File: src/hw/rtl/lcdvcr_pkg.sv
// Shared types and constants of the LCD video control register bank.
// Command and status codes, write masks, dither patterns, frame timing scale.
// No dependencies.
package lcdvcr_pkg;

    typedef enum logic [1:0] {
        CMD_READ  = 2'd0,
        CMD_WRITE = 2'd1,
        CMD_SHADE = 2'd2,
        CMD_NONE  = 2'd3
    } cmd_t;

    typedef enum logic [2:0] {
        ST_OK      = 3'd0,
        ST_BADADDR = 3'd1,
        ST_WONLY   = 3'd2,
        ST_RESV    = 3'd3,
        ST_MODE    = 3'd4,
        ST_PATTERN = 3'd5
    } status_t;

    localparam int unsigned NUM_WORDS = 14;

    localparam logic [31:0] CTL1_WRITABLE  = 32'h003F_FFFF;
    localparam logic [31:0] CTL2_RESERVED  = 32'h0020_0C00;
    localparam logic [31:0] CTL4_FRAMEMASK = 32'h00F0_0000;
    localparam logic [31:0] NIBBLE_RES     = 32'h0000_000F;
    localparam logic [31:0] CTL7_RESERVED  = 32'hFFFF_0000;
    localparam logic [31:0] CTL8_RESERVED  = 32'hFFFF_F000;
    localparam logic [31:0] PAT20_RESERVED = 32'hFFF0_0000;
    localparam logic [31:0] PAT28_RESERVED = 32'hF000_0000;

    localparam logic [31:0] PAT_CTL8  = 32'h0000_07DA;
    localparam logic [31:0] PAT_15_1  = 32'h7DBE_A5A5;
    localparam logic [31:0] PAT_4_5   = 32'h0007_DFBE;
    localparam logic [31:0] PAT_3_4   = 32'h0007_A5AD;
    localparam logic [31:0] PAT_2_3   = 32'h0FBF_DFE7;
    localparam logic [31:0] PAT_4_7   = 32'h07B5_ADEF;
    localparam logic [31:0] PAT_3_5   = 32'h0B9D_C663;

    // Frame period = P * 1e9 / 18432000 = P * 15625 / 288, with
    // P = (baud+1)*(rate+1)*(lines+1). 288 = 32 * 9; divide by 9 by reciprocal.
    localparam logic [13:0] FRAME_SCALE = 14'd15625;
    // ceil(2^25 / 9), exact for quotients of values below 2^21
    localparam logic [21:0] RECIP_A     = 22'd3728271;
    // ceil(2^22 / 9), exact for quotients of values below 2^18
    localparam logic [18:0] RECIP_B     = 19'd466034;

endpackage

File: src/hw/rtl/lcd_video_control_registers_core.sv
// A command accepted while idle steps the sequencer through S_RATE, S_LINES,
// S_QUOT, S_SPLIT, S_REM, S_FRAC and S_DONE, with busy high meanwhile; done
// rises with the registered result word. A new command is taken only in idle,
// as the shared multiplier steps through the frame period product and the two
// reciprocal divisions. The receiver cannot stall: done lasts one cycle.
// Asynchronous reset clears all fourteen control words; the sequencer goes idle.
// Depends on lcdvcr_pkg.
module lcd_video_control_registers_core
    import lcdvcr_pkg::*;
(
    input  logic        clk,
    input  logic        rst_n,
    input  logic        start,
    output logic        busy,
    input  logic [1:0]  command,
    input  logic [3:0]  reg_index,
    input  logic [31:0] write_data,
    input  logic [3:0]  raw_pixel,
    output logic        done,
    output logic [31:0] read_data,
    output logic [2:0]  status,
    output logic [3:0]  shade,
    output logic [30:0] frame_period_ns,
    output logic        video_enabled,
    output logic        enable_rise,
    output logic [12:0] display_width,
    output logic [10:0] display_height,
    output logic [3:0]  bits_per_pixel
);

    typedef enum logic [2:0] {
        S_IDLE,
        S_RATE,
        S_LINES,
        S_QUOT,
        S_SPLIT,
        S_REM,
        S_FRAC,
        S_DONE
    } state_t;

    state_t       state_reg, state_next;
    logic [31:0]  words_reg [NUM_WORDS];
    logic [31:0]  words_next [NUM_WORDS];
    logic [42:0]  prod_reg, prod_next;
    logic [25:0]  p_reg, p_next;
    logic [8:0]   r_reg, r_next;
    logic [30:0]  hi_reg, hi_next;
    logic         done_reg, done_next;
    logic [31:0]  rd_reg, rd_next;
    status_t      status_reg, status_next;
    logic [3:0]   shade_reg, shade_next;
    logic         rise_reg, rise_next;
    logic [30:0]  period_reg, period_next;
    logic         enabled_reg, enabled_next;
    logic [12:0]  width_reg, width_next;
    logic [10:0]  height_reg, height_next;
    logic [3:0]   bpp_reg, bpp_next;

    logic [20:0]  mul_a;
    logic [21:0]  mul_b;
    logic [16:0]  quot;

    // fields of the stored control words
    logic [4:0]   baud;
    logic [9:0]   rate;
    logic [9:0]   lines;
    logic [8:0]   horz;
    logic [1:0]   bitsel;

    assign baud   = words_reg[0][20:16];
    assign bitsel = words_reg[0][7:6];
    assign rate   = words_reg[1][31:22];
    assign horz   = words_reg[1][20:12];
    assign lines  = words_reg[1][9:0];
    assign quot   = prod_reg[41:25];

    assign busy = (state_reg != S_IDLE);

    // shared multiplier
    assign prod_next = 43'(mul_a) * 43'(mul_b);

    always_comb
    begin
        mul_a = '0;
        mul_b = '0;
        unique case (state_reg)
            S_RATE:
            begin
                mul_a = 21'({1'b0, baud} + 6'd1);
                mul_b = 22'({1'b0, rate} + 11'd1);
            end
            S_LINES:
            begin
                mul_a = 21'(prod_reg[15:0]);
                mul_b = 22'({1'b0, lines} + 11'd1);
            end
            S_QUOT:
            begin
                mul_a = prod_reg[25:5];
                mul_b = RECIP_A;
            end
            S_SPLIT:
            begin
                mul_a = 21'(quot);
                mul_b = 22'(FRAME_SCALE);
            end
            S_REM:
            begin
                mul_a = 21'(r_reg);
                mul_b = 22'(FRAME_SCALE);
            end
            S_FRAC:
            begin
                mul_a = 21'(prod_reg[22:5]);
                mul_b = 22'(RECIP_B);
            end
            default:
            begin
                mul_a = '0;
                mul_b = '0;
            end
        endcase
    end

    always_comb
    begin
        logic [3:0]  duty;
        logic [31:0] v;
        logic [10:0] horz_p1;

        state_next   = state_reg;
        words_next   = words_reg;
        p_next       = p_reg;
        r_next       = r_reg;
        hi_next      = hi_reg;
        done_next    = 1'b0;
        rd_next      = rd_reg;
        status_next  = status_reg;
        shade_next   = shade_reg;
        rise_next    = rise_reg;
        period_next  = period_reg;
        enabled_next = enabled_reg;
        width_next   = width_reg;
        height_next  = height_reg;
        bpp_next     = bpp_reg;
        duty         = '0;
        v            = write_data;
        horz_p1      = 11'({1'b0, horz} + 10'd1);

        unique case (state_reg)
            S_IDLE:
            begin
                if (start)
                begin
                    state_next  = S_RATE;
                    rd_next     = '0;
                    status_next = ST_OK;
                    shade_next  = '0;
                    rise_next   = 1'b0;
                    unique case (cmd_t'(command))
                        CMD_READ:
                        begin
                            if (reg_index >= 4'(NUM_WORDS))
                                status_next = ST_BADADDR;
                            else if (reg_index == 4'd0)
                                rd_next = words_reg[0];
                            else if (reg_index == 4'd3)
                                rd_next = words_reg[3];
                            else
                                status_next = ST_WONLY;
                        end
                        CMD_WRITE:
                        begin
                            unique case (reg_index)
                                4'd0:
                                begin
                                    if (v[5] || v[7:6] == 2'b11)
                                        status_next = ST_MODE;
                                    else
                                    begin
                                        words_next[0] = v & CTL1_WRITABLE;
                                        rise_next     = !words_reg[0][0] && v[0];
                                    end
                                end
                                4'd1:
                                begin
                                    if ((v & CTL2_RESERVED) != '0)
                                        status_next = ST_RESV;
                                    else
                                        words_next[1] = v;
                                end
                                4'd2:
                                begin
                                    if ((v & NIBBLE_RES) != '0)
                                        status_next = ST_RESV;
                                    else
                                        words_next[2] = v;
                                end
                                4'd3:
                                begin
                                    if ((v & NIBBLE_RES) != '0)
                                        status_next = ST_RESV;
                                    else if ((v & CTL4_FRAMEMASK) != '0)
                                        status_next = ST_MODE;
                                    else
                                        words_next[3] = v;
                                end
                                4'd4, 4'd5:
                                begin
                                    words_next[reg_index] = v;
                                end
                                4'd6:
                                begin
                                    if ((v & CTL7_RESERVED) != '0)
                                        status_next = ST_RESV;
                                    else
                                        words_next[6] = v;
                                end
                                4'd7:
                                begin
                                    if ((v & CTL8_RESERVED) != '0)
                                        status_next = ST_RESV;
                                    else if (v != PAT_CTL8)
                                        status_next = ST_PATTERN;
                                    else
                                        words_next[7] = v;
                                end
                                4'd8:
                                begin
                                    if (v != PAT_15_1)
                                        status_next = ST_PATTERN;
                                    else
                                        words_next[8] = v;
                                end
                                4'd9:
                                begin
                                    if ((v & PAT20_RESERVED) != '0)
                                        status_next = ST_RESV;
                                    else if (v != PAT_4_5)
                                        status_next = ST_PATTERN;
                                    else
                                        words_next[9] = v;
                                end
                                4'd10:
                                begin
                                    if ((v & PAT20_RESERVED) != '0)
                                        status_next = ST_RESV;
                                    else if (v != PAT_3_4)
                                        status_next = ST_PATTERN;
                                    else
                                        words_next[10] = v;
                                end
                                4'd11:
                                begin
                                    if ((v & PAT28_RESERVED) != '0)
                                        status_next = ST_RESV;
                                    else if (v != PAT_2_3)
                                        status_next = ST_PATTERN;
                                    else
                                        words_next[11] = v;
                                end
                                4'd12:
                                begin
                                    if ((v & PAT28_RESERVED) != '0)
                                        status_next = ST_RESV;
                                    else if (v != PAT_4_7)
                                        status_next = ST_PATTERN;
                                    else
                                        words_next[12] = v;
                                end
                                4'd13:
                                begin
                                    if ((v & PAT28_RESERVED) != '0)
                                        status_next = ST_RESV;
                                    else if (v != PAT_3_5)
                                        status_next = ST_PATTERN;
                                    else
                                        words_next[13] = v;
                                end
                                default:
                                begin
                                    status_next = ST_BADADDR;
                                end
                            endcase
                        end
                        CMD_SHADE:
                        begin
                            case (bitsel)
                                2'd1:    duty = words_reg[6][{raw_pixel[1:0], 2'b00} +: 4];
                                2'd0:    duty = (raw_pixel != '0) ? 4'hF : 4'h0;
                                default: duty = raw_pixel;
                            endcase
                            // invert flag cancels the final flip
                            shade_next = words_reg[0][2] ? duty : ~duty;
                        end
                        default:
                        begin
                            status_next = ST_OK;
                        end
                    endcase
                end
            end
            S_RATE:
            begin
                state_next = S_LINES;
            end
            S_LINES:
            begin
                state_next = S_QUOT;
            end
            S_QUOT:
            begin
                // hold P, the full baud, rate and lines product
                p_next     = prod_reg[25:0];
                state_next = S_SPLIT;
            end
            S_SPLIT:
            begin
                // remainder of P by 288
                r_next     = 9'(p_reg - ({1'b0, quot, 8'b0} + {4'b0, quot, 5'b0}));
                state_next = S_REM;
            end
            S_REM:
            begin
                hi_next    = prod_reg[30:0];
                state_next = S_FRAC;
            end
            S_FRAC:
            begin
                state_next = S_DONE;
            end
            S_DONE:
            begin
                period_next  = hi_reg + 31'(prod_reg[35:22]);
                enabled_next = words_reg[0][0];
                width_next   = words_reg[0][4] ? 13'({horz_p1, 3'b000})
                                               : 13'({horz_p1, 2'b00});
                height_next  = 11'({1'b0, lines} + 11'd1);
                bpp_next     = 4'(4'd1 << bitsel);
                done_next    = 1'b1;
                state_next   = S_IDLE;
            end
            default:
            begin
                state_next = S_IDLE;
            end
        endcase
    end

    always_ff @(posedge clk or negedge rst_n)
    begin
        if (!rst_n)
        begin
            state_reg <= S_IDLE;
            done_reg  <= 1'b0;
            for (int i = 0; i < NUM_WORDS; i++)
            begin
                words_reg[i] <= '0;
            end
        end
        else
        begin
            state_reg <= state_next;
            done_reg  <= done_next;
            words_reg <= words_next;
        end
    end

    always_ff @(posedge clk)
    begin
        prod_reg    <= prod_next;
        p_reg       <= p_next;
        r_reg       <= r_next;
        hi_reg      <= hi_next;
        rd_reg      <= rd_next;
        status_reg  <= status_next;
        shade_reg   <= shade_next;
        rise_reg    <= rise_next;
        period_reg  <= period_next;
        enabled_reg <= enabled_next;
        width_reg   <= width_next;
        height_reg  <= height_next;
        bpp_reg     <= bpp_next;
    end

    assign done            = done_reg;
    assign read_data       = rd_reg;
    assign status          = status_reg;
    assign shade           = shade_reg;
    assign frame_period_ns = period_reg;
    assign video_enabled   = enabled_reg;
    assign enable_rise     = rise_reg;
    assign display_width   = width_reg;
    assign display_height  = height_reg;
    assign bits_per_pixel  = bpp_reg;

    a_accept_starts: assert property (@(posedge clk) disable iff (!rst_n)
        (start && !busy) |=> (state_reg == S_RATE))
        else $error("accepted word did not start the sequence");

    a_done_idle: assert property (@(posedge clk) disable iff (!rst_n)
        done_reg |-> (state_reg == S_IDLE))
        else $error("result shown while sequencer busy");

    a_rise_enabled: assert property (@(posedge clk) disable iff (!rst_n)
        (done_reg && rise_reg) |-> enabled_reg)
        else $error("enable rise reported with video disabled");

    a_error_no_data: assert property (@(posedge clk) disable iff (!rst_n)
        (done_reg && status_reg != ST_OK) |-> (rd_reg == '0 && !rise_reg))
        else $error("rejected command carries data");

    a_word0_mode: assert property (@(posedge clk) disable iff (!rst_n)
        (words_reg[0][5] == 1'b0) && (words_reg[0][7:6] != 2'b11))
        else $error("unsupported mode stored in control word 0");

endmodule
File: config.mk
export PLATFORM = sky130hd
export DESIGN_NAME = lcd_video_control_registers_core
export DESIGN_NICKNAME = d
export VERILOG_FILES = /design/src/hw/rtl/lcdvcr_pkg.sv /design/src/hw/rtl/lcd_video_control_registers_core.sv
export SDC_FILE = /design/constraint.sdc
export NUM_CORES = 1
export LEC_CHECK = 0
export BUFFER_PORTS_ARGS = -buffer_cell sky130_fd_sc_hd__buf_4
export CORE_UTILIZATION = 55
export CTS_BUF_LIST = sky130_fd_sc_hd__clkbuf_2 sky130_fd_sc_hd__clkbuf_4 sky130_fd_sc_hd__clkbuf_8
export CTS_CLUSTER_SIZE = 10
export DETAILED_ROUTE_END_ITERATION = 16
export PLACE_DENSITY = 0.73
export SYNTH_ARGS = -nofsm -noshare
export SYNTH_HDL_FRONTEND = slang
export SYNTH_SLANG_ARGS = --single-unit
File: constraint.sdc
create_clock -name clk -period 13.7 [get_ports clk]
set_input_delay 3.425 -clock clk [delete_from_list [all_inputs] [get_ports clk]]
set_output_delay 3.425 -clock clk [all_outputs]
set_load 0.02 [all_outputs]
# Word-level counts from Yosys, hierarchy flattened
# Index checks and enable logic that the tools add are counted.
[totals]
inputBits = 45
reg_bits = 643
word_cells = 219
out_inout_bits = 102
latchBits = 0
memories = 0
romBits = 0
ramBits = 0
[op_classes]
n_mul = 1
n_bitwise = 5
n_addsub = 8
mux = 72
order_cmp = 3
n_reduce_logical = 47
n_eq_ne = 51
n_div = 0
shift = 2
[op_table]
columns = ["op", "n"]
rows = [
  ["case mux 32 bit (2 select lines)", 12],
  ["2-to-1 mux 32 bit", 22],
  ["bitwise mux 448 bit", 1],
  ["nonzero test 32 bit", 7],
  ["demux 32 bit (select 4 bit)", 1],
  ["case mux 21 bit (6 select lines)", 1],
  ["case mux 22 bit (5 select lines)", 1],
  ["!= test 32 x 19 -> 1 bit, second input constant", 2],
  ["!= test 32 x 28 -> 1 bit, second input constant", 2],
  ["2-to-1 mux 3 bit", 17],
  ["multiplier 21 x 22 -> 42 bit", 1],
  ["AND reduction 6 bit", 7],
  ["!= test 2 bit, second input constant", 20],
  ["case mux 3 bit (13 select lines)", 1],
  ["adder 10 x 1 -> 11 bit, second input constant", 3],
  ["!= test 32 x 11 -> 1 bit, second input constant", 1],
  ["!= test 32 x 27 -> 1 bit, second input constant", 1],
  ["!= test 32 x 31 -> 1 bit, second input constant", 1],
  ["indexed part select 32 x 5 -> 4 bit", 1],
  ["adder 31 x 14 -> 31 bit", 1],
  ["AND reduction 5 bit", 5],
  ["equality test 4 bit, second input constant", 6],
  ["case mux 3 bit (8 select lines)", 1],
  ["nonzero test 2 bit", 12],
  ["other kinds (37)", 62],
]

# Logic depth before layout (Yosys ltp)
[depth]
word_depth = 8
mapped_depth = 33
depth_no_buf = 32

# Worst setup path before layout
# No wires, ideal clock.
[synth_timing]
kind = "register -> register"
from = "register words_reg (netlist bit lines[0])"
to = "register prod_reg[40]"
path_stages_with_launch = 34
t_required_ps = 13582
arrival_ps = 7488
period_less_slack_ps = 7607
setup_slack_ps = 6093
n_path_buf = 1
setup_time_ps = 118
cell_sequence = "dfrtp_1 > ha_1 > inv_1 > or3_1 > nor2_1 > xor2_1 > o21ai_0 > a21oi_1 > buf_2 > nand2_1 > fa_1 > inv_1 > fa_1 > inv_1 > fa_1 > inv_1 > fa_1 > inv_1 > fa_1 > inv_1 > fa_1 > inv_1 > fa_1 > inv_1 > ha_1 > a21oi_1 > o21ai_0 > a221oi_1 > o21ai_2 > o2111ai_1 > a21boi_0 > o41ai_1 > nand2b_1 > xnor2_1"
[synth_between]
elab_chain_len = 3
[synth_rtl]
columns = ["item", "line_no", "rtl"]
rows = [
  ["start: declaration", "lcd_video_control_registers_core.sv:43", "logic [31:0] words_reg [NUM_WORDS];"],
  ["start signal: assignment", "lcd_video_control_registers_core.sv:366", "words_reg <= words_next;"],
  ["adder 10 x 1 -> 11 bit", "lcd_video_control_registers_core.sv:96", "mul_b = 22'({1'b0, lines} + 11'd1);"],
  ["case mux 22 bit (5 select lines)", "lcd_video_control_registers_core.sv:87", "unique case (state_reg)"],
  ["multiplier 21 x 22 -> 42 bit", "lcd_video_control_registers_core.sv:81", "assign prod_next = 43'(mul_a) * 43'(mul_b);"],
  ["net prod_next[40]", "lcd_video_control_registers_core.sv:45", "logic [42:0] prod_reg, prod_next;"],
  ["end signal: assignment", "lcd_video_control_registers_core.sv:372", "prod_reg <= prod_next;"],
  ["end: declaration", "lcd_video_control_registers_core.sv:45", ""],
]
# The timed path passes the listed nets, and every way through them passes these cells.
# A chain may end at the register's enable or synchronous reset.

# Worst setup path in the final report
[layout_timing]
from = "register state_reg[1]"
to = "register prod_reg[41]"
[layout_between]
elab_chain_len = 4
word_cells_on_any_way = 10
cone_classes = "1 x mul; 6 x eq/ne; 2 x mux; 1 x reduce/logical"
[layout_rtl]
columns = ["item", "line_no", "rtl"]
rows = [
  ["start: declaration", "lcd_video_control_registers_core.sv:42", "state_t state_reg, state_next;"],
  ["start signal: assignment", "lcd_video_control_registers_core.sv:364", "state_reg <= state_next;"],
  ["equality test 3 bit", "lcd_video_control_registers_core.sv:87", ""],
  ["OR reduction 2 bit (no source line)", "--", ""],
  ["case mux 22 bit (5 select lines)", "lcd_video_control_registers_core.sv:87", ""],
  ["multiplier 21 x 22 -> 42 bit *", "lcd_video_control_registers_core.sv:81", ""],
  ["net prod_next[41]", "lcd_video_control_registers_core.sv:45", ""],
]
# Mark *: on every way through the listed nets, which the timed path passes. The rest lies on a longest branch.

==> out/results.md <==
| Step | Item | Reported |
|:---|:---|:---|
| logic synthesis | Number of register bits inferred by synthesis | 302 |
| cts | Clock-pin slew on the worst setup and hold paths | 60 ps |
| logic synthesis | Area share of and/or/nand/nor cells after synthesis | 0.115 |
| timing | Maximum achievable frequency | 108 MHz |
| logic synthesis | Sequential-to-total area share from yosys stat | 0.294 |
| cts | Master cell of the clock root buffer | sky130_fd_sc_hd__clkbuf_8 |
| hold path | Hold worst-path end | r_reg[4] |
| logic synthesis | Area of the mapped netlist | 0.0275 mm2 |
| logic synthesis | Cell count after synthesis | 2,651 |
| drt | First drt pass iteration count | 8 |
| setup path | Worst Path Required | 14,270 ps |
| cts | Cts repair resizes | 0 |
| layout | Fin util | 0.624 |
| floorplan | Core ar. | 0.0491 mm2 |
| cts | Clock Sink Count | 302 |
| cts | Post-CTS setup buffers | 0 |
| setup path | Crit Path Max Fanout | 34 |
| layout | Relative area change from synthesis to final layout | 11.4% |
| floorplan | Floorplan die area | 0.0508 mm2 |
| timing | Accumulated negative setup slack | 0 ps |
| layout | Final layout net count | 3,421 |
| placement | Post-DP HPWL | 58.0 mm |
| layout | Max reg flops | 73 |
| cts | Clock Path Buffers | 3 |
| hold path | Critical hold path startpoint | p_reg[4] |
| setup path | Critical path launch point | state_reg[1] |
| setup path | Type of the setup path with the least slack | reg -> reg |
| floorplan | Die height | 225 um |
| logic synthesis | Count of flip-flops with a built-in enable after synthesis | 147 |
| setup path | FF-to-FF setup slack | 4460 ps |
| timing | Crit path time final | 9240 ps |
| global routing | Maximum number of pins on one net before global-route repair | 60 |
| logic synthesis | Combinational family with the most area after synthesis | adder cells |
| logic synthesis | Fraction of registers with async set or reset after synthesis | 0.374 |
| logic synthesis | Synth Area in XOR/XNOR | 0.0322 |
| setup path | Origin of the critical flop-to-flop path | state_reg[1] |
| layout | Non-filler cells, final | 3,534 |
| drt | WL per Instance | 20.7 um |
| setup path | Reg2Reg Capture Point | prod_reg[41] |
| setup path | Crit path capture type | flip-flop |
| placement | Cell count after placement | 3,435 |
| drt | Post-Route WL | 73.3 mm |
| run status | Result of the run | finished, final reports clean |
| job | Number of max-capacitance violations reported | 0 |
| timing | Final count of hold timing violations | 0 |
| cts | Clock Latency Late Sink | 690 ps |
| logic synthesis | Fraction of the mapped netlist area in adder cells | 0.355 |
| layout | Fraction of layout instances using a drive strength above 1 | 0.141 |
| layout | Final Cell Area | 0.0306 mm2 |
| cts | Clock tree from TritonCTS | done |
| timing | Tightest slew margin relative to the limit | 0.0717 |
| drt | Antenna Violating Nets Remaining | 0 |
| floorplan | Std cell rows | 81 |
| global routing | Global-route usage over all layers | 0.303 |
| drt | DRC violations left | 0 |
| global routing | First-pass GRT wire length | 116 mm |
| hold path | Worst min-delay path category | reg -> reg |
| drt | Via-per-instance ratio | 5.67 |
| layout | Most common cell after layout, fill and taps aside | sky130_fd_sc_hd__inv_1 |
| timing | Final setup fails | 0 |
| cts | Number of hold buffers added after CTS | 0 |
| global routing | Antenna violations before repair | 2 |
| logic synthesis | Number of warnings reported in the yosys synthesis log | 0 |
| global routing | Overflow left after global routing | 0 |
| cts | Clock buffer count from CTS | 51 |
| cts | Number of H-tree branching levels | 2 |
| timing | Final Max Slew Viols | 0 |
| floorplan | Horizontal die dimension | 225 um |
| logic synthesis | Library cells used by synthesis | 84 |
| timing | Max Clock Skew | 58.8 ps |
| layout | Most frequent cells in the layout | sky130_fd_sc_hd__inv_1 (522), sky130_fd_sc_hd__fa_1 (379), sky130_fd_sc_hd__nand2_1 (251), sky130_fd_sc_hd__buf_4 (180), sky130_fd_sc_hd__ha_1 (173) |
| floorplan | I/O pin cnt | 147 |
| placement | Cell Area, Placed | 0.0294 mm2 |
| floorplan | Initial Utilization | 0.560 |
| logic synthesis | Most used flip-flop cell after synthesis | sky130_fd_sc_hd__edfxtp_1 |
| timing | RSZ-0062 raised after global routing | no |
| setup path | Cells on worst reg2reg path | 26 |
| timing | Period utilization | 0.675 |
| logic synthesis | Complex-gate fraction of the synthesized area | 0.0721 |
| placement | Count of input and output buffers | 144 |
| timing | Worst-margin pin slew | 1380 ps |
| drt | Initial DRC Count | 1,814 |
| drt | Total number of vias | 20,000 |
| setup path | Worst endpoint data arrival time | 9810 ps |
| global routing | Number of global-route vias before repair | 21,000 |
| logic synthesis | Per-instance average area after synthesis | 10.4 um2 |
| logic synthesis | Share of cell area taken by muxes after synthesis | 0.0468 |
| setup path | Sort of element at the start of the critical path | flip-flop |
| placement | Weighted congestion at the end of routability-driven global placement | 0.985 |
| hold path | Hold-critical path depth | 0 |
[how the worst max path moves through the flow]
stage	end	cells past startpoint
6_report	prod_reg[41]	26
5_1_grt	prod_reg[41]	26
4_1_cts	prod_reg[41]	26
3_5_place_dp	prod_reg[41]	26
3_3_place_gp	prod_reg[35]	25
2_1_floorplan	prod_reg[40]	33
[critical path: stages, from the launching register on]
cell                       delay (ps)
sky130_fd_sc_hd__dfrtp_1         1100
sky130_fd_sc_hd__inv_2            370
sky130_fd_sc_hd__nor2_1           700
sky130_fd_sc_hd__nand2_1          210
sky130_fd_sc_hd__a21boi_0         530
sky130_fd_sc_hd__nand2b_1         390
sky130_fd_sc_hd__nand2_1          180
sky130_fd_sc_hd__fa_1             510
sky130_fd_sc_hd__fa_1             540
sky130_fd_sc_hd__inv_1             50
sky130_fd_sc_hd__fa_1             460
sky130_fd_sc_hd__fa_1             560
sky130_fd_sc_hd__fa_1             490
sky130_fd_sc_hd__fa_1             510
sky130_fd_sc_hd__inv_1             50
sky130_fd_sc_hd__fa_1             470
sky130_fd_sc_hd__inv_1             40
sky130_fd_sc_hd__ha_1             340
sky130_fd_sc_hd__a21o_1           210
sky130_fd_sc_hd__a21o_1           190
sky130_fd_sc_hd__a21oi_1          150
sky130_fd_sc_hd__o21ai_0          150
sky130_fd_sc_hd__a22oi_4          330
sky130_fd_sc_hd__o211ai_1         180
sky130_fd_sc_hd__a21oi_1          200
sky130_fd_sc_hd__o21bai_1         100
sky130_fd_sc_hd__xnor2_1          120
[area by class of cell]
cell class	count	area [um2]
fill	4014	18500
multi-input combinational	1766	17200
sequential	302	8080
inverter	523	1960
timing repair buffer	180	1350
clock buffer	76	940
tap	664	831
clock inverter	20	193
antenna	3	7.51
[kinds of logic after synthesis]
family,Yosys count
mux,112
buf+inv,610
xor+xnor,101
simple gates,677
flops,302
other cells,2
fa+ha+maj,552
compound gates,295
[Yosys cell counts, types with 12 or more instances]
cell type                  count  area (um2)
sky130_fd_sc_hd__xnor2_1      59         517
sky130_fd_sc_hd__clkbuf_1     65         244
sky130_fd_sc_hd__mux2i_1      17         170
sky130_fd_sc_hd__nand3_1      48         240
sky130_fd_sc_hd__nor3_1       32         160
sky130_fd_sc_hd__mux2_2       91        1020
sky130_fd_sc_hd__nor4_1       13        81.3
sky130_fd_sc_hd__o22ai_1      13        81.3
sky130_fd_sc_hd__and3_1       20         125
sky130_fd_sc_hd__inv_1       522        1960
sky130_fd_sc_hd__nand2b_1     19         119
sky130_fd_sc_hd__and2_1       29         181
sky130_fd_sc_hd__dfxtp_1      42         841
sky130_fd_sc_hd__a21oi_1      69         345
sky130_fd_sc_hd__nand4_1      12        75.1
sky130_fd_sc_hd__edfxtp_1    147        4410
sky130_fd_sc_hd__xor2_1       42         368
sky130_fd_sc_hd__a21o_1       18         135
sky130_fd_sc_hd__nor2_1      174         653
sky130_fd_sc_hd__dfrtp_1     113        2830
sky130_fd_sc_hd__fa_1        379        7590
sky130_fd_sc_hd__a22oi_1      42         315
sky130_fd_sc_hd__ha_1        173        2160
sky130_fd_sc_hd__o21ai_0      51         255
sky130_fd_sc_hd__o21a_1       12        90.1
sky130_fd_sc_hd__nand2_1     251         942
sky130_fd_sc_hd__nor2b_1      45         282
sky130_fd_sc_hd__buf_2        12        60.1
[metrics by stage]
stage	hold slack, ps	worst slack [ps]
2_1_floorplan	400	6090
3_3_place_gp	404	5010
3_5_place_dp	407	4830
4_1_cts	421	4780
5_1_grt	441	4200
6_report	423	4460
[metal layers]
| layer | part of all wire | vias to the layer above | global-route usage |
|---|---|---|---|
| li1 | - | 8834 | - |
| met4 | 0.045 | 0 | 0.125 |
| met3 | 0.098 | 234 | 0.0751 |
| met2 | 0.47 | 999 | 0.494 |
| met5 | 0 | - | 0 |
| met1 | 0.38 | 9982 | 0.386 |
Power is left out: the tool's default activity adds up to more than one toggle a clock period on the data nets, which glitch-free logic cannot reach.
